<file path="src/fpd_pkg.sv">
// ----------------------------------------------------------------------------
// fpd_pkg
// shared types and codes for the flight phase detector
// ----------------------------------------------------------------------------
package fpd_pkg;

    localparam int ACCEL_W = 16;
    localparam int ALT_W   = 24;
    localparam int DIST_W  = 23;
    localparam int HOLD_W  = 16;
    localparam int TIME_W  = 32;
    localparam int PHASE_W = 2;
    localparam int CFG_IDX_W  = 3;
    localparam int CFG_DATA_W = 23;

    localparam logic [PHASE_W-1:0] PH_IDLE   = 2'd0;
    localparam logic [PHASE_W-1:0] PH_ARMED  = 2'd1;
    localparam logic [PHASE_W-1:0] PH_FLIGHT = 2'd2;
    localparam logic [PHASE_W-1:0] PH_LANDED = 2'd3;

    localparam logic [CFG_IDX_W-1:0] CFG_LIFTOFF_ACCEL  = 3'd0;
    localparam logic [CFG_IDX_W-1:0] CFG_LIFTOFF_HOLD   = 3'd1;
    localparam logic [CFG_IDX_W-1:0] CFG_MIN_RISE       = 3'd2;
    localparam logic [CFG_IDX_W-1:0] CFG_LANDING_ACCEL  = 3'd3;
    localparam logic [CFG_IDX_W-1:0] CFG_LANDING_WINDOW = 3'd4;
    localparam logic [CFG_IDX_W-1:0] CFG_LANDING_HOLD   = 3'd5;

    localparam logic [ACCEL_W-1:0] RST_LIFTOFF_ACCEL  = 16'd12288;
    localparam logic [HOLD_W-1:0]  RST_LIFTOFF_HOLD   = 16'd100;
    localparam logic [DIST_W-1:0]  RST_MIN_RISE       = 23'd1000;
    localparam logic [ACCEL_W-1:0] RST_LANDING_ACCEL  = 16'd4915;
    localparam logic [DIST_W-1:0]  RST_LANDING_WINDOW = 23'd500;
    localparam logic [HOLD_W-1:0]  RST_LANDING_HOLD   = 16'd2000;

    typedef struct packed {
        logic [ACCEL_W-1:0] liftoff_accel;
        logic [HOLD_W-1:0]  liftoff_hold;
        logic [DIST_W-1:0]  min_rise;
        logic [ACCEL_W-1:0] landing_accel;
        logic [DIST_W-1:0]  landing_window;
        logic [HOLD_W-1:0]  landing_hold;
    } cfg_t;

    typedef struct packed {
        logic                     action;
        logic [ACCEL_W-1:0]       accel;
        logic signed [ALT_W-1:0]  alt;
        logic [TIME_W-1:0]        now;
    } item_t;

    typedef struct packed {
        logic [PHASE_W-1:0]       phase;
        logic signed [ALT_W-1:0]  peak;
        logic signed [ALT_W-1:0]  baseline;
        logic [TIME_W-1:0]        liftoff_time;
        logic [TIME_W-1:0]        landed_time;
        logic [TIME_W-1:0]        accel_hold_start;
        logic [TIME_W-1:0]        landing_hold_start;
    } state_t;

    typedef struct packed {
        logic [PHASE_W-1:0]       phase;
        logic                     liftoff_event;
        logic                     landed_event;
        logic signed [ALT_W-1:0]  peak;
        logic signed [ALT_W-1:0]  baseline;
        logic [TIME_W-1:0]        liftoff_time;
        logic [TIME_W-1:0]        landed_time;
    } result_t;

endpackage

</file>
<file path="src/flight_phase_detector_unit.sv">
// ----------------------------------------------------------------------------
// flight_phase_detector_unit
// tracks arm, liftoff and landing from arm commands and sensor samples
//
//   channel   handshake                  payload
//   item      item_valid / item_ready    action, accel_magnitude, altitude, now_ms
//   result    result_valid / result_ready phase, liftoff_event, landed_event,
//                                        peak_altitude, baseline_altitude,
//                                        liftoff_time, landed_time
//   config    cfg_write_en               cfg_index, cfg_data
//
// one word accepted per cycle while item_ready is high, one result word per item
// path from item accept to result valid: input register, then the state update
//   and result register in one pass
// reset: phase idle, all tracking state zero, config registers to defaults
// stalls: a held result keeps one more item in the input register, then
//   item_ready drops until the result is taken
// ----------------------------------------------------------------------------
module flight_phase_detector_unit (
    input  logic                                  clk,
    input  logic                                  rst_n,

    input  logic                                  item_valid,
    output logic                                  item_ready,
    input  logic                                  action,
    input  logic [fpd_pkg::ACCEL_W-1:0]           accel_magnitude,
    input  logic signed [fpd_pkg::ALT_W-1:0]      altitude,
    input  logic [fpd_pkg::TIME_W-1:0]            now_ms,

    output logic                                  result_valid,
    input  logic                                  result_ready,
    output logic [fpd_pkg::PHASE_W-1:0]           phase,
    output logic                                  liftoff_event,
    output logic                                  landed_event,
    output logic signed [fpd_pkg::ALT_W-1:0]      peak_altitude,
    output logic signed [fpd_pkg::ALT_W-1:0]      baseline_altitude,
    output logic [fpd_pkg::TIME_W-1:0]            liftoff_time,
    output logic [fpd_pkg::TIME_W-1:0]            landed_time,

    input  logic                                  cfg_write_en,
    input  logic [fpd_pkg::CFG_IDX_W-1:0]         cfg_index,
    input  logic [fpd_pkg::CFG_DATA_W-1:0]        cfg_data
);

    fpd_pkg::cfg_t    cfg_reg;
    fpd_pkg::state_t  state_reg;
    fpd_pkg::state_t  state_next;
    fpd_pkg::item_t   stage_item_reg;
    logic             stage_valid_reg;
    fpd_pkg::result_t result_reg;
    fpd_pkg::result_t result_next;
    logic             result_valid_reg;
    logic             advance;

    assign advance    = stage_valid_reg && (!result_valid_reg || result_ready);
    assign item_ready = !stage_valid_reg || advance;

    // config registers
    always_ff @(posedge clk or negedge rst_n)
    begin
        if (!rst_n)
        begin
            cfg_reg.liftoff_accel  <= fpd_pkg::RST_LIFTOFF_ACCEL;
            cfg_reg.liftoff_hold   <= fpd_pkg::RST_LIFTOFF_HOLD;
            cfg_reg.min_rise       <= fpd_pkg::RST_MIN_RISE;
            cfg_reg.landing_accel  <= fpd_pkg::RST_LANDING_ACCEL;
            cfg_reg.landing_window <= fpd_pkg::RST_LANDING_WINDOW;
            cfg_reg.landing_hold   <= fpd_pkg::RST_LANDING_HOLD;
        end
        else if (cfg_write_en)
        begin
            case (cfg_index)
                fpd_pkg::CFG_LIFTOFF_ACCEL:
                    cfg_reg.liftoff_accel  <= cfg_data[fpd_pkg::ACCEL_W-1:0];
                fpd_pkg::CFG_LIFTOFF_HOLD:
                    cfg_reg.liftoff_hold   <= cfg_data[fpd_pkg::HOLD_W-1:0];
                fpd_pkg::CFG_MIN_RISE:
                    cfg_reg.min_rise       <= cfg_data[fpd_pkg::DIST_W-1:0];
                fpd_pkg::CFG_LANDING_ACCEL:
                    cfg_reg.landing_accel  <= cfg_data[fpd_pkg::ACCEL_W-1:0];
                fpd_pkg::CFG_LANDING_WINDOW:
                    cfg_reg.landing_window <= cfg_data[fpd_pkg::DIST_W-1:0];
                fpd_pkg::CFG_LANDING_HOLD:
                    cfg_reg.landing_hold   <= cfg_data[fpd_pkg::HOLD_W-1:0];
                default:
                    ;
            endcase
        end
    end

    // input register
    always_ff @(posedge clk or negedge rst_n)
    begin
        if (!rst_n)
        begin
            stage_valid_reg <= 1'b0;
        end
        else if (item_ready)
        begin
            stage_valid_reg <= item_valid;
        end
    end

    always_ff @(posedge clk)
    begin
        if (item_ready && item_valid)
        begin
            stage_item_reg.action <= action;
            stage_item_reg.accel  <= accel_magnitude;
            stage_item_reg.alt    <= altitude;
            stage_item_reg.now    <= now_ms;
        end
    end

    fpd_step u_step (
        .item       (stage_item_reg),
        .state      (state_reg),
        .cfg        (cfg_reg),
        .state_next (state_next),
        .result     (result_next)
    );

    // tracking state
    always_ff @(posedge clk or negedge rst_n)
    begin
        if (!rst_n)
        begin
            state_reg <= '0;
        end
        else if (advance)
        begin
            state_reg <= state_next;
        end
    end

    // result register
    always_ff @(posedge clk or negedge rst_n)
    begin
        if (!rst_n)
        begin
            result_valid_reg <= 1'b0;
        end
        else if (advance)
        begin
            result_valid_reg <= 1'b1;
        end
        else if (result_ready)
        begin
            result_valid_reg <= 1'b0;
        end
    end

    always_ff @(posedge clk)
    begin
        if (advance)
        begin
            result_reg <= result_next;
        end
    end

    assign result_valid      = result_valid_reg;
    assign phase             = result_reg.phase;
    assign liftoff_event     = result_reg.liftoff_event;
    assign landed_event      = result_reg.landed_event;
    assign peak_altitude     = result_reg.peak;
    assign baseline_altitude = result_reg.baseline;
    assign liftoff_time      = result_reg.liftoff_time;
    assign landed_time       = result_reg.landed_time;

    a_ready_low_only_on_stall: assert property (
        @(posedge clk) disable iff (!rst_n)
        !item_ready |-> (stage_valid_reg && result_valid_reg && !result_ready))
        else $error("item_ready low without a stalled result");

    a_result_tracks_state: assert property (
        @(posedge clk) disable iff (!rst_n)
        advance |=> (result_reg.phase == state_reg.phase
                     && result_reg.peak == state_reg.peak))
        else $error("result word differs from tracking state");

    a_idle_state_clear: assert property (
        @(posedge clk) disable iff (!rst_n)
        (state_reg.phase == fpd_pkg::PH_IDLE) |->
            (state_reg.peak == '0 && state_reg.liftoff_time == '0
             && state_reg.landed_time == '0))
        else $error("tracking state set while idle");

    a_liftoff_phase: assert property (
        @(posedge clk) disable iff (!rst_n)
        (result_valid_reg && result_reg.liftoff_event) |->
            (result_reg.phase == fpd_pkg::PH_FLIGHT
             || result_reg.phase == fpd_pkg::PH_LANDED))
        else $error("liftoff event without flight phase");

    a_landed_phase: assert property (
        @(posedge clk) disable iff (!rst_n)
        (result_valid_reg && result_reg.landed_event) |->
            (result_reg.phase == fpd_pkg::PH_LANDED))
        else $error("landed event without landed phase");

endmodule

</file>
<file path="src/fpd_step.sv">
// ----------------------------------------------------------------------------
// fpd_step
// next-state and result logic for one arm command or sensor sample
// ----------------------------------------------------------------------------
module fpd_step (
    input  fpd_pkg::item_t   item,
    input  fpd_pkg::state_t  state,
    input  fpd_pkg::cfg_t    cfg,
    output fpd_pkg::state_t  state_next,
    output fpd_pkg::result_t result
);

    always_comb
    begin
        fpd_pkg::state_t              st;
        logic                         lift_ev;
        logic                         land_ev;
        logic [fpd_pkg::TIME_W-1:0]   hold_start;
        logic [fpd_pkg::TIME_W-1:0]   elapsed;
        logic signed [fpd_pkg::ALT_W:0] alt_ext;
        logic [fpd_pkg::ALT_W:0]      mag;

        st      = state;
        lift_ev = 1'b0;
        land_ev = 1'b0;
        hold_start = '0;
        elapsed    = '0;
        alt_ext = {item.alt[fpd_pkg::ALT_W-1], item.alt};
        mag     = item.alt[fpd_pkg::ALT_W-1] ? (-alt_ext) : alt_ext;

        if (item.action)
        begin
            st.phase              = fpd_pkg::PH_ARMED;
            st.baseline           = item.alt;
            st.peak               = '0;
            st.liftoff_time       = '0;
            st.landed_time        = '0;
            st.accel_hold_start   = '0;
            st.landing_hold_start = '0;
        end
        else
        begin
            // peak tracking
            if ((st.phase == fpd_pkg::PH_ARMED || st.phase == fpd_pkg::PH_FLIGHT)
                && ($signed(item.alt) > $signed(st.peak)))
            begin
                st.peak = item.alt;
            end

            // liftoff
            if (st.phase == fpd_pkg::PH_ARMED)
            begin
                if (item.accel >= cfg.liftoff_accel)
                begin
                    if (st.accel_hold_start == '0)
                    begin
                        st.accel_hold_start = item.now;
                    end
                    elapsed = item.now - st.accel_hold_start;
                    if ((elapsed >= {{(fpd_pkg::TIME_W-fpd_pkg::HOLD_W){1'b0}},
                                     cfg.liftoff_hold})
                        && ($signed(st.peak) >= $signed({1'b0, cfg.min_rise})))
                    begin
                        st.phase              = fpd_pkg::PH_FLIGHT;
                        st.liftoff_time       = item.now;
                        st.landing_hold_start = '0;
                        lift_ev               = 1'b1;
                    end
                end
                else
                begin
                    st.accel_hold_start = '0;
                end
            end

            // landing, may follow liftoff on the same word
            if (st.phase == fpd_pkg::PH_FLIGHT)
            begin
                if ((item.accel <= cfg.landing_accel)
                    && (mag <= {2'b00, cfg.landing_window}))
                begin
                    hold_start = (st.landing_hold_start == '0) ? item.now
                                                               : st.landing_hold_start;
                    st.landing_hold_start = hold_start;
                    if ((item.now - hold_start) >=
                        {{(fpd_pkg::TIME_W-fpd_pkg::HOLD_W){1'b0}}, cfg.landing_hold})
                    begin
                        st.phase       = fpd_pkg::PH_LANDED;
                        st.landed_time = item.now;
                        land_ev        = 1'b1;
                    end
                end
                else
                begin
                    st.landing_hold_start = '0;
                end
            end
        end

        state_next           = st;
        result.phase         = st.phase;
        result.liftoff_event = lift_ev;
        result.landed_event  = land_ev;
        result.peak          = st.peak;
        result.baseline      = st.baseline;
        result.liftoff_time  = st.liftoff_time;
        result.landed_time   = st.landed_time;
    end

endmodule
</file>
<file path="config.mk">
export PLATFORM = sky130hd
export DESIGN_NAME = flight_phase_detector_unit
export DESIGN_NICKNAME = d
export VERILOG_FILES = /design/src/fpd_pkg.sv /design/src/flight_phase_detector_unit.sv /design/src/fpd_step.sv
export SDC_FILE = /design/constraint.sdc
export NUM_CORES = 1
export LEC_CHECK = 0
export BUFFER_PORTS_ARGS = -buffer_cell sky130_fd_sc_hd__buf_4
export CELL_PAD_IN_SITES_DETAIL_PLACEMENT = 1
export CELL_PAD_IN_SITES_GLOBAL_PLACEMENT = 2
export CORE_ASPECT_RATIO = 1.5
export CORE_MARGIN = 5
export CORE_UTILIZATION = 39
export DETAILED_ROUTE_END_ITERATION = 12
export GPL_TIMING_DRIVEN = 1
export PLACE_DENSITY = 0.79
export SLEW_MARGIN = 25
export SYNTH_ARGS = -nofsm -noshare
export SYNTH_HDL_FRONTEND = slang
export SYNTH_SLANG_ARGS = --single-unit
</file>
<file path="constraint.sdc">
create_clock -name clk -period 11.8 [get_ports clk]
set_clock_uncertainty 0.1 [all_clocks]
set_input_delay 0.59 -clock clk [delete_from_list [all_inputs] [get_ports clk]]
set_output_delay 0.59 -clock clk [all_outputs]
set_load 0.01 [all_outputs]
</file>
==> flow_summary_export.csv, run 1 <==
group,metric,value,unit
placement,hpwl,69100,um
sta,timing.hold.ws,0.0412,ns
die,die_y,332,um
sta,setup_viol,0,
clock_network,cts_buffers,50,
worst_hold_path,hold_depth,1,
grt,grt_use_total,24.1,%
die,start_util,39.2,%
worst_hold_path,worstHoldStart,"altitude[18]",
synthesis,yosysWarnings,0,
synthesis,synth_seq_cells,479,
synthesis,muxShareOfSynthArea,6.33,%
synthesis,ys.flop_type,"dfrtp_1",
clock_network,clockBufferDepth,3,
layout,nets,3235,
die,boundaryPins,222,
sta,finalWorstSetupSlack,0.337,ns
sta,finalHoldViolCount,0,
synthesis,synth.distinct_cells,83,
synthesis,ys_seq_area_share,48.0,%
routing,route.final.wire_length,93300,um
placement,portBuffers,221,
sta,fin_crit,11.46,ns
critical_path,required,12.20,ns
worst_hold_path,hold_path_end,"stage_item_reg[50]",
run,maxCapViolCount,0,
grt,grt_max_degree,112,
synthesis,synth_edf_count,189,
routing,viasPerCell,5.61,
critical_path,crit_path_end_kind,"register",
critical_path,rr_worst_depth,55,
critical_path,timing.critical_path.mode_cell,"buf_4",
die,die_area,0.0747,mm2
routing,antenna_left,0,
critical_path,r2r_start,"state_reg[54]",
synthesis,synth_xor_area_share,1.82,%
layout,utilization,47.8,%
critical_path,arrival,11.86,ns
clock_network,cts_max_level,2,
routing,firstDrtPassIters,5,
sta,slew_headroom,35.9,%
die,coreArea,0.0688,mm2
status,status,"complete, no violations",
routing,first_iter_violations,1177,
critical_path,cp_max_fo,19,
layout,largest_register_ffs,178,
clock_network,cts_tree,"built",
synthesis,synth_nets,2893,
die,fp.dieW,225,um
layout,drive_gt1_share,23.1,%
critical_path,cp_slowest_cell,"or4_4",
clock_network,clk_latency,0.62,ns
synthesis,synth_compound_area_share,17.0,%
worst_hold_path,hold_path_class,"input port to register",
synthesis,async_reset_ff_share,60.5,%
grt,grt_overflow,0,
grt,grt_pass1_vias,23500,
placement,placed_cells,3757,
layout,syn_to_final_growth,21.8,%
die,row_count,118,
synthesis,synth_top_family_by_area,"compound AO/OA/AOI/OAI gates",
grt,grt_pass1_wl,140000,um
synthesis,syn_area,0.0270,mm2
sta,slew_violations,0,
sta,tightest_slew,0.961,ns
critical_path,worstSetupStartpointType,"register",
sta,fmax,87.2,MHz
placement,pre_cts_slack,-0.102,ns
clock_network,cts.clk_slew.worst_paths,0.07,ns
routing,wl_per_cell,24.1,um
placement,place_congestion,0.890,
synthesis,synth_area_per_cell,10.4,um2
synthesis,synthSimpleGateAreaFrac,12.5,%
synthesis,synthAdderAreaFrac,9.33,%
critical_path,critPathMaxStageDelay,0.44,ns
grt,antenna_found_initial,0,
layout,final_cells,3872,
critical_path,critical_path_class,"register to register",
sta,period_share,97.1,%
critical_path,rrSetupSlack,0.34,ns
clock_network,clock_sink_count,479,
routing,vias,21700,
synthesis,netlist_instances,2589,
layout,diodes,0,
critical_path,reg2reg_to,"state_reg[64]",
clock_network,cts_root_buffer,"clkbuf_16",
routing,drcViolationCount,0,
==> worst max-delay path: cells and delay by family, from the launching register on <==
| family | cells | cell delay, ns |
|---|---|---|
| DFF | 1 | 0.39 |
| xor gates and xnor gates | 2 | 0.21 |
| and+or+nand+nor | 15 | 2.94 |
| adders and majority gates | 4 | 1.31 |
| buffers and inverters | 13 | 1.98 |
| AOI/OAI and AO/OA | 21 | 4.37 |
==> kinds of logic after synthesis <==
logic type	after synthesis
adders and majority gates	200
xor gates and xnor gates	56
muxes	160
buffers and inverters	339
and+or+nand+nor	673
AOI/OAI and AO/OA	682
DFF	479
==> synthesized netlist by cell type (5+ instances only) <==
cell       count  area share [%]
dfrtp_1      260              24
nand2_1      240             3.3
inv_1        214             3.0
ha_1         198             9.2
edfxtp_1     189              21
nor2_1       173             2.4
a21oi_1      160             3.0
o21ai_0      151             2.8
clkbuf_1     100             1.4
o31ai_1       95             2.6
mux2_2        85             3.5
mux2i_1       74             2.7
a22o_1        63             2.0
nor2b_1       49             1.1
xnor2_1       47             1.5
a21o_1        35            0.97
nand4_1       34            0.79
a221o_1       32             1.2
dfstp_2       30             2.9
nor4_1        29            0.67
nand2b_1      24            0.56
nor3_1        21            0.39
a211oi_1      20            0.56
o21a_1        19            0.53
nand3_1       18            0.33
nor4b_1       17            0.55
o211ai_1      16            0.44
nor4b_2       15            0.83
or3_1         12            0.28
buf_2         11            0.20
xor2_1         9            0.29
a31oi_1        8            0.19
o21ai_1        8            0.15
o21bai_1       8            0.22
or4_1          7            0.19
a2111oi_0      6            0.19
a211o_1        6            0.19
buf_6          6            0.25
o41ai_1        6            0.19
or2_2          6            0.14
a41oi_1        5            0.16
and3_1         5            0.12
and4_1         5            0.16
==> final cells by class <==
class	count	area, um2
Clock buffer	58	1380
Clock inverter	35	410
Fill cell	7654	35900
Inverter	214	808
Multi-Input combinational cell	1773	12900
Sequential cell	479	13000
Tap cell	900	1130
Timing Repair Buffer	413	3260
==> through the flow <==
step	TNS [ns]	area (um2)
3_5_place_dp	-2.20	30600
3_3_place_gp	0	30600
5_1_grt	-4.10	32900
6_report	0	32900
4_1_cts	0	32500
2_1_floorplan	0	27000
==> metal layers <==
layer	up-vias	global-route usage (%)	share of wire, %
met5	-	0	0
met4	0	8.96	4.4
met3	162	2.69	3.0
met2	430	46.4	55
met1	11000	26.9	38
li1	10100	-	-
==> repair_timing <==
item | in CTS | in global routing
setup buffers | 0 | 14
endpoints found under the hold margin | 55 | 0
hold buffers | 3 | 0
resized for setup | 3 | 46
cloned | 0 | 5
pin swaps | 0 | 22
setup endpoints to repair | 66 | 67
==> how the worst max path moves through the flow <==
stage	startpoint	to	cells past startpoint
after floorplan	state_reg[57]	landed_time[13]	49
after global placement	state_reg[61]	landed_time[22]	55
after detailed placement	state_reg[61]	landed_time[18]	55
after CTS	state_reg[61]	landed_time[18]	55
after global routing	state_reg[54]	state_reg[64]	56
final	state_reg[54]	state_reg[64]	55
==> cells in the final DEF, fill, tap and decap left out, types with 95 or more instances in the layout <==
cell type  synthesis  routed
edfxtp_1         189     189
ha_1             198     195
nand2_1          240     239
nor2_1           173     169
buf_4              4     395
o21ai_0          151     148
o31ai_1           95      95
dfrtp_1          260     260
a21oi_1          160     152
inv_1            214     213
Power of run 1 is left out: the tool's default activity adds up to more than one toggle a clock period on the data nets, which glitch-free logic cannot reach.
==> inputs of run 2 (changes only) <==
Settings changed: ABC_AREA set to 1, CORE_UTILIZATION 39 to 37, PLACE_DENSITY 0.79 to 0.81.
==> run 2 against run 1 <==
First-iteration DRC count up 3.1%. Cell count up 19%. Synthesized cell count up 31%. Global-route usage up 0.31 points. Routed wire length up 7.6%. Clock-buffer cell count up 20. Register-to-register slack better by 0.74 ns. Worst setup slack better by 0.74 ns. Sequential cell count unchanged. Fmax up 6.9%. Area after synthesis up 2.9%. Cell area down 2.0%. Critical endpoint is now landed_time[12].
==> flow_summary_export.csv, run 2 <==
group,metric,value,unit
routing,first_iter_violations,1214,
sta,slew_violations,0,
layout,syn_to_final_growth,16.1,%
die,start_util,37.1,%
clock_network,clockBufferDepth,3,
sta,fmax,93.2,MHz
die,row_count,123,
synthesis,synth_common_cells,"nand2_1 (867), inv_1 (541), o21ai_0 (292), dfrtp_1 (260), ha_1 (198)",
clock_network,clk_latency,0.63,ns
routing,viasPerCell,5.20,
synthesis,synth_edf_count,189,
routing,top_layer,"met4",
clock_network,postCtsSetupBuffers,0,
synthesis,synthAdderAreaFrac,9.07,%
grt,grt_pass1_wl,152000,um
die,coreArea,0.0748,mm2
synthesis,synth.most_common_cell,"nand2_1",
layout,largest_register_ffs,178,
synthesis,synthSimpleGateAreaFrac,19.0,%
synthesis,netlist_instances,3379,
worst_hold_path,hold_path_class,"input port to register",
die,die_area,0.0807,mm2
clock_network,cts_buffers,50,
grt,grt_max_degree,143,
placement,hpwl,76100,um
synthesis,synth_xor_area_share,1.73,%
synthesis,synth_top_cell_area_share,23.4,%
synthesis,syn_area,0.0278,mm2
critical_path,arrival,11.01,ns
run,maxCapViolCount,0,
routing,wl_met3,3070,um
routing,vias,24000,
routing,route.final.wire_length,100000,um
sta,rsz0062_at_grt,"false",
critical_path,timing.critical_path.mode_cell,"nand2_1",
placement,dpl_cell_area,0.0305,mm2
clock_network,cts_max_level,2,
grt,antenna_found_initial,0,
synthesis,synth_nets,3683,
grt,grt_pass1_vias,26000,
layout,layout_commonest_cell,"nand2_1",
synthesis,muxShareOfSynthArea,0,%
critical_path,critPathMaxStageDelay,0.46,ns
synthesis,synth.distinct_cells,58,
critical_path,cp_max_fo,36,
routing,antenna_left,0,
sta,tightest_slew,0.937,ns
sta,period_share,90.9,%
sta,slew_headroom,37.4,%
placement,portBuffers,221,
critical_path,cp_slowest_cell,"fa_1",
layout,nets,3876,
die,boundaryPins,222,
synthesis,async_reset_ff_share,60.5,%
routing,wl_per_cell,21.8,um
layout,layout_common_cells,"nand2_1 (866), inv_1 (538), o21ai_0 (291), dfrtp_1 (260), buf_4 (252)",
synthesis,synth_top_family_by_area,"simple AND/OR/NAND/NOR gates",
die,die_y,346,um
synthesis,synth_seq_cells,479,
synthesis,synth_area_per_cell,8.22,um2
routing,firstDrtPassIters,4,
sta,setup_tns,0,ns
synthesis,synth_compound_area_share,14.2,%
clock_network,cts_tree,"built",
sta,finalHoldViolCount,0,
routing,route.met2.wl,56100,um
critical_path,crit_path_end_kind,"register",
synthesis,netlist_top_cells_area,"dfrtp_1 (23%), edfxtp_1 (20%), nand2_1 (12%), ha_1 (8.9%), inv_1 (7.3%)",
sta,setup_viol,0,
synthesis,yosysWarnings,0,
sta,fin_crit,10.73,ns
clock_network,clock_sink_count,479,
clock_network,cts_root_buffer,"clkbuf_16",
status,status,"complete, no violations",
routing,wl_met1,35900,um
die,fp.dieW,234,um
critical_path,required,12.08,ns
critical_path,worstSetupStartpointType,"register",
grt,grt_use_total,24.4,%
synthesis,ys.flop_type,"dfrtp_1",
placement,place_congestion,0.926,
routing,drcViolationCount,0,
grt,grt_overflow,0,
layout,drive_gt1_share,11.2,%
synthesis,synth_top_cell_by_area,"dfrtp_1",
clock_network,cts.clk_slew.worst_paths,0.06,ns
synthesis,ys_seq_area_share,46.7,%
layout,fin_area,0.0322,mm2
critical_path,critical_path_class,"register to register",
-- run 2: changes by cell type in the layout (fill, tap and decap cells not counted), moves of 74 or more --
cell     delta
buf_4     -143
inv_1     +325
mux2_2     -85
mux2i_1    -74
nand2_1   +627
nand3_1    +77
o21ai_0   +143
-- run 2: layer usage --
metal	GRT usage [%]	vias up
met3	3.16	189
met2	48.1	400
met1	25.1	11900
met4	10.9	0
li1	-	11500
met5	0	-
-- run 2: cell type report --
cell class	instances	area [um2]
flip-flops and latches	479	13000
inverters	551	2080
clock inverters	15	203
clock buffers	78	1440
repair buffers	265	2040
well taps	1000	1250
diodes	1	2.50
fillers	9090	42600
multi-input cells	2225	12300
-- run 2: worst max-delay path, delay by kind of cell (launching register included) --
family / cells / cell delay, ns
and+or+nand+nor: 34 / 5.27
buffers and inverters: 7 / 1.51
AOI/OAI and AO/OA: 8 / 1.41
adders and majority gates: 4 / 1.35
DFF: 1 / 0.40
xor gates and xnor gates: 2 / 0.34
-- run 2: repair_timing --
item / CTS / global route
gates resized for setup: 0 / 1
setup endpoints to repair: 0 / 55
hold endpoints to repair: 98 / 0
hold buffers: 9 / 0
-- run 2: final timing paths --
path	startpoint	endpoint	slack [ns]	cells after the start
min	altitude[14]	stage_item_reg[46]	0.04	1
min in group asynchronous	rst_n	state_reg[120]	0.45	2
max in group asynchronous	rst_n	cfg_reg[108]	8.94	4
min reg2reg	cfg_reg[34]	cfg_reg[34]	0.38	2
max	state_reg[54]	landed_time[12]	1.07	55
max reg2reg	state_reg[54]	landed_time[12]	1.07	55
-- run 2: kinds of logic after synthesis --
| group | count (synthesis) |
|---|---|
| and+or+nand+nor | 1274 |
| AOI/OAI and AO/OA | 696 |
| buffers and inverters | 675 |
| DFF | 479 |
| adders and majority gates | 200 |
| xor gates and xnor gates | 55 |
-- run 2: through the flow --
step | cells | util, % | setup slack (ns) | hold slack, ns
CTS | 4613 | 43.1 | 0.831 | 0.00154
global route | 4613 | 43.1 | 0.0330 | 0.00164
detailed placement | 4511 | 40.8 | 0.862 | 0.369
floorplan | 3379 | - | 3.95 | 0.194
finish | 4614 | 43.1 | 1.07 | 0.0405
global placement | 4511 | 40.8 | 1.18 | 0.361
Power of run 2 is left out for the same reason.
